==> src/hdl/mfa_pkg.sv <==
// ============================================================================
// Mixed fraction ALU package
// Beat types, opcodes and the divider cell payload shared by all modules.
// ============================================================================
package mfa_pkg;

   localparam int FIELD_WIDTH           = 16;
   localparam int WORD_WIDTH            = 32;
   localparam int DIV_STEPS             = 64;
   localparam int OPERAND_WIDTH_DEFAULT = 16;

   localparam logic [1:0] OP_ADD = 2'd0;
   localparam logic [1:0] OP_MUL = 2'd1;
   localparam logic [1:0] OP_CMP = 2'd2;

   typedef struct packed {
      logic [1:0]  opcode;
      logic [15:0] a_whole;
      logic [15:0] a_numer;
      logic [15:0] a_denom;
      logic [15:0] b_whole;
      logic [15:0] b_numer;
      logic [15:0] b_denom;
   } mfa_req_type;

   typedef struct packed {
      logic [31:0] res_whole;
      logic [31:0] res_numer;
      logic [31:0] res_denom;
      logic        is_equal;
      logic        overflow;
   } mfa_rsp_type;

   typedef struct packed {
      logic [31:0] rem;
      logic [63:0] num;
      logic [31:0] den;
      logic [31:0] quo;
      logic        sticky;
      logic [16:0] whole;
      logic [1:0]  op;
      logic        eq;
   } mfa_div_type;

endpackage

==> src/hdl/mfa_div_cell.sv <==
// ============================================================================
// Mixed fraction ALU divider cell
// One restoring division step: brings in one dividend bit, yields one quotient bit.
// ============================================================================
module mfa_div_cell
   import mfa_pkg::*;
(
   input  logic        clock,
   input  logic        reset,
   input  logic        advance,
   input  logic        valid_in,
   input  mfa_div_type data_in,
   output logic        valid_ff,
   output mfa_div_type data_ff
);

   logic [32:0] trial;
   logic [32:0] diff;
   logic        take;
   mfa_div_type data_in_next;

   always_comb begin
      trial               = {data_in.rem, data_in.num[63]};
      diff                = trial - {1'b0, data_in.den};
      take                = (trial >= {1'b0, data_in.den});
      data_in_next        = data_in;
      data_in_next.rem    = take ? diff[31:0] : trial[31:0];
      data_in_next.num    = {data_in.num[62:0], 1'b0};
      data_in_next.quo    = {data_in.quo[30:0], take};
      data_in_next.sticky = data_in.sticky | data_in.quo[31];
   end

   always_ff @(posedge clock) begin
      if (reset) begin
         valid_ff <= 1'b0;
      end else if (advance) begin
         valid_ff <= valid_in;
      end
   end

   always_ff @(posedge clock) begin
      if (advance) begin
         data_ff <= data_in_next;
      end
   end

endmodule

==> config.mk <==
export PLATFORM = sky130hd
export DESIGN_NAME = mfa_div_cell
export DESIGN_NICKNAME = d
export VERILOG_FILES = /design/src/hdl/mfa_pkg.sv /design/src/hdl/mfa_div_cell.sv
export SDC_FILE = /design/constraint.sdc
export NUM_CORES = 1
export LEC_CHECK = 0
export BUFFER_PORTS_ARGS = -buffer_cell sky130_fd_sc_hd__buf_2
export CAP_MARGIN = 15
export CORE_AREA = 2 2 143 145
export CTS_CLUSTER_SIZE = 14
export DETAILED_ROUTE_END_ITERATION = 16
export DIE_AREA = 0 0 145 147
export PLACE_DENSITY = 0.72
export REMOVE_ABC_BUFFERS = 1
export SKIP_LAST_GASP = 1
export SLEW_MARGIN = 20
export SYNTH_ARGS = -nofsm -noshare
export SYNTH_HDL_FRONTEND = slang
export SYNTH_SLANG_ARGS = --single-unit
==> constraint.sdc <==
create_clock -name clock -period 2.82 [get_ports clock]
set_clock_uncertainty 0.05 [all_clocks]
set_input_delay 0.141 -clock clock [delete_from_list [all_inputs] [get_ports clock]]
set_output_delay 0.141 -clock clock [all_outputs]
set_load 0.005 [all_outputs]
==> impl_metrics.tcl <==
set metrics [dict create \
    wl_per_cell_um 17.9 \
    fin_ws_ns 0.109 \
    synth_compound_area_frac 0.0960 \
    ys_seq_area_frac 0.708 \
    routed.top_layer "met5" \
    drtAntennaViolNets 0 \
    crit_path_max_fanout 8 \
    die_w_um 145 \
    synth-seq-cells 181 \
    start_util 0.386 \
    routed-wl-met3_um 1760 \
    grt_pass1_wl_um 37800 \
    cts_root_buffer "clkbuf_16" \
    areaGrowthSynthToFinish_pct 62.6 \
    maxSlewViolCount 0 \
    power_frac_comb 0.193 \
    io_buffer_count 365 \
    min_period_over_period 0.961 \
    core_area_sq_um 19800 \
    postCtsSetupRepairBufs 0 \
    cts_num_sinks 181 \
    grt_pass1_vias 6888 \
    drive_above_1_share 0.410 \
    clock_power_share 0.333 \
    ys_warn_count 0 \
    crit_required_ns 2.94 \
    gp_congestion 0.863 \
    clk_pin_slew_ns 0.07 \
    ir_drop_mv 0.403 \
    fp.dieH_um 147 \
    tightest_slew_ns 0.543 \
    intPower_mw 5.15 \
    max_clock_freq_mhz 369 \
    track_usage 0.234 \
    drtIter0Drc 321 \
    grt_start_max_net_pins 67 \
    synth_ff_type "edfxtp_1" \
    synthSimpleGateAreaFrac 0.0604 \
    endpoint_kind "register" \
    switching_power_mw 1.87 \
    worstSetupPathType "primary input to register" \
    total_power_mw 7.02 \
    postSynthCellCount 529 \
    synthMuxAreaShare 0.0186 \
    whs_ns 0.0178 \
    synth_edf_count 180 \
    netSwitchingFraction 0.266 \
    total_leakage_power_nw 5.52 \
    finalHoldViolCount 0 \
    rsz0062_at_grt "no" \
    pre_cts_ws_ns -0.373 \
    routed-via-count 6620 \
    outcome "finished clean" \
    wl_met2_um 13500 \
    synth_top_family_by_area "compound AO/OA/AOI/OAI gates" \
    drcViolationCount 0 \
    numCtsBuffers 17 \
    viasPerCell 4.72 \
    htreeDepth 4 \
    drt-met1-wl_um 9350 \
    cts_tree "built" \
    clk_latency_ns 0.43 \
    finalSetupViolCount 0 \
    dp_hpwl_um 17800 \
    min_path_type "primary input to register" \
    first_pass_iters 5 \
    nNetsFinal 1333 \
    syn_area_per_cell_sq_um 14.5 \
    wl_um 25100 \
    fin_tns_setup_ns 0 \
    cts_buffer_depth 2 \
    p_seq_frac 0.474 \
    grt_overflow 0 \
    io_pins 367 \
    synthAdderAreaFrac 0.0549 \
    synthArstFlopShare 0 \
    synth-xor-area-share 0.0309 \
    cp-start-kind "primary input" \
    synth_cell_type_count 49 \
    netlist_area_sq_um 7660 \
    antenna_found_initial 5 \
    relSlewSlack 0.638 \
    die_area_sq_um 21300 \
    critPathArrivalTime_ns 2.83 \
    p_per_area_nw_per_um2 563 \
    period_needed_ns 2.71 \
    num_rows 52 \
    drv_cap 0 \
]
[power by group through the flow]
stage / Sequential (mW) / Combinational [mW] / Clock (mW)
6_report: 3.33 / 1.35 / 2.34
5_1_grt: 3.35 / 1.47 / 2.49
4_1_cts: 3.32 / 1.34 / 2.39
3_5_place_dp: 3.38 / 1.14 / 0
3_3_place_gp: 3.37 / 1.13 / 0
2_1_floorplan: 3.42 / 0.435 / 0
[through the flow]
| stage | utilization | cell area (sq um) | cells |
|---|---|---|---|
| 5_1_grt | 0.628 | 12500 | 1400 |
| 3_5_place_dp | 0.512 | 10200 | 1197 |
| 6_report | 0.628 | 12500 | 1402 |
| 2_1_floorplan | - | 7570 | 511 |
| 3_3_place_gp | 0.512 | 10200 | 1197 |
| 4_1_cts | 0.626 | 12400 | 1398 |
[worst paths after layout]
kind | from | endpoint | slack (ns) | cells past startpoint
max | data_in[77] | data_ff[172]$_DFFE_PP_ | 0.11 | 11
min | data_in[160] | data_ff[161]$_DFFE_PP_ | 0.02 | 3
max reg2reg | valid_ff$_SDFFE_PP0P_ | valid_ff$_SDFFE_PP0P_ | 1.59 | 3
min reg2reg | valid_ff$_SDFFE_PP0P_ | valid_ff$_SDFFE_PP0P_ | 1.03 | 3
[Yosys cell counts (all sizes together) (3+ instances only)]
cell type	instances	area share
a211oi	4	0.0046
a21o	12	0.012
a21oi	54	0.035
a31oi	5	0.0041
buf	12	0.0091
clkbuf	6	0.0031
edfxtp	180	0.71
ha	32	0.052
inv	38	0.019
mux2	10	0.015
mux2i	3	0.0039
nand2	27	0.013
nand2b	4	0.0033
nand3	8	0.0052
nand4	7	0.0057
nor2	37	0.018
nor4	4	0.0033
o211ai	4	0.0039
o21a	6	0.0059
o21ai	17	0.012
o21bai	3	0.0029
xnor2	16	0.018
xor2	11	0.013
[timing repair]
item / in CTS / in global routing
gates resized for setup: 0 / 4
hold endpoints to repair: 167 / 0
setup endpoints to repair: 0 / 2
hold buffers: 169 / 0
[kinds of logic (layout without fill, tap and decap cells)]
| kind of cell | Yosys count | in the layout |
|---|---|---|
| AO/OA/AOI/OAI | 118 | 118 |
| flip-flops | 181 | 181 |
| multiplexers | 13 | 13 |
| AND/OR/NAND/NOR | 100 | 100 |
| adder cells (fa/ha/maj) | 33 | 33 |
| XOR/XNOR | 27 | 27 |
| buffers and inverters | 56 | 655 |
| other | 1 | 5 |
[area by class of cell]
| type | instances | area [sq um] |
|---|---|---|
| clock inverter | 14 | 158 |
| clock buffer | 18 | 429 |
| sequential | 181 | 5430 |
| fill | 1499 | 7390 |
| inverter | 38 | 143 |
| tap | 270 | 338 |
| timing repair buffer | 585 | 3940 |
| multi-input combinational | 292 | 2020 |
| antenna | 4 | 10.0 |
[layer usage]
layer | GRT usage | vias to the layer above
met4 | 0.0683 | 2
met1 | 0.261 | 3151
li1 | - | 3157
met3 | 0.0671 | 45
met5 | 0 | -
met2 | 0.435 | 265
[registers in the layout (all words and copies together), names as in the netlist]
| name | cells |
|---|---|
| data_ff | 180 |
| valid_ff | 1 |
[placed cells by master (no fill, tap or decap), drive strengths merged, types with 2 or more instances in the layout]
cell / count
nand4: 7
ha: 32
xnor2: 16
mux2: 10
a211o: 2
o41ai: 2
mux2i: 3
a211oi: 4
inv: 44
clkbuf: 19
o21bai: 3
o21ai: 17
dlygate4sd3: 169
a21o: 12
a2bb2oi: 2
nor2b: 2
buf: 415
clkinv: 8
diode: 4
o21a: 6
nand3: 8
a21oi: 54
a31oi: 5
nor3: 2
o211ai: 4
o31ai: 2
nor4: 4
or2: 2
nand2: 27
nor2: 37
xor2: 11
edfxtp: 180
nand2b: 4
o22ai: 2
and4: 2
[critical path: stages]
cell	delay (ns)
dlygate4sd3_1	0.55
buf_2	0.12
inv_1	0.04
ha_1	0.38
nand3_1	0.20
nor4_1	0.40
a31oi_1	0.18
o21a_1	0.18
o31ai_4	0.08
buf_4	0.22
mux2_1	0.33
Power figures use the tool's default switching activity.
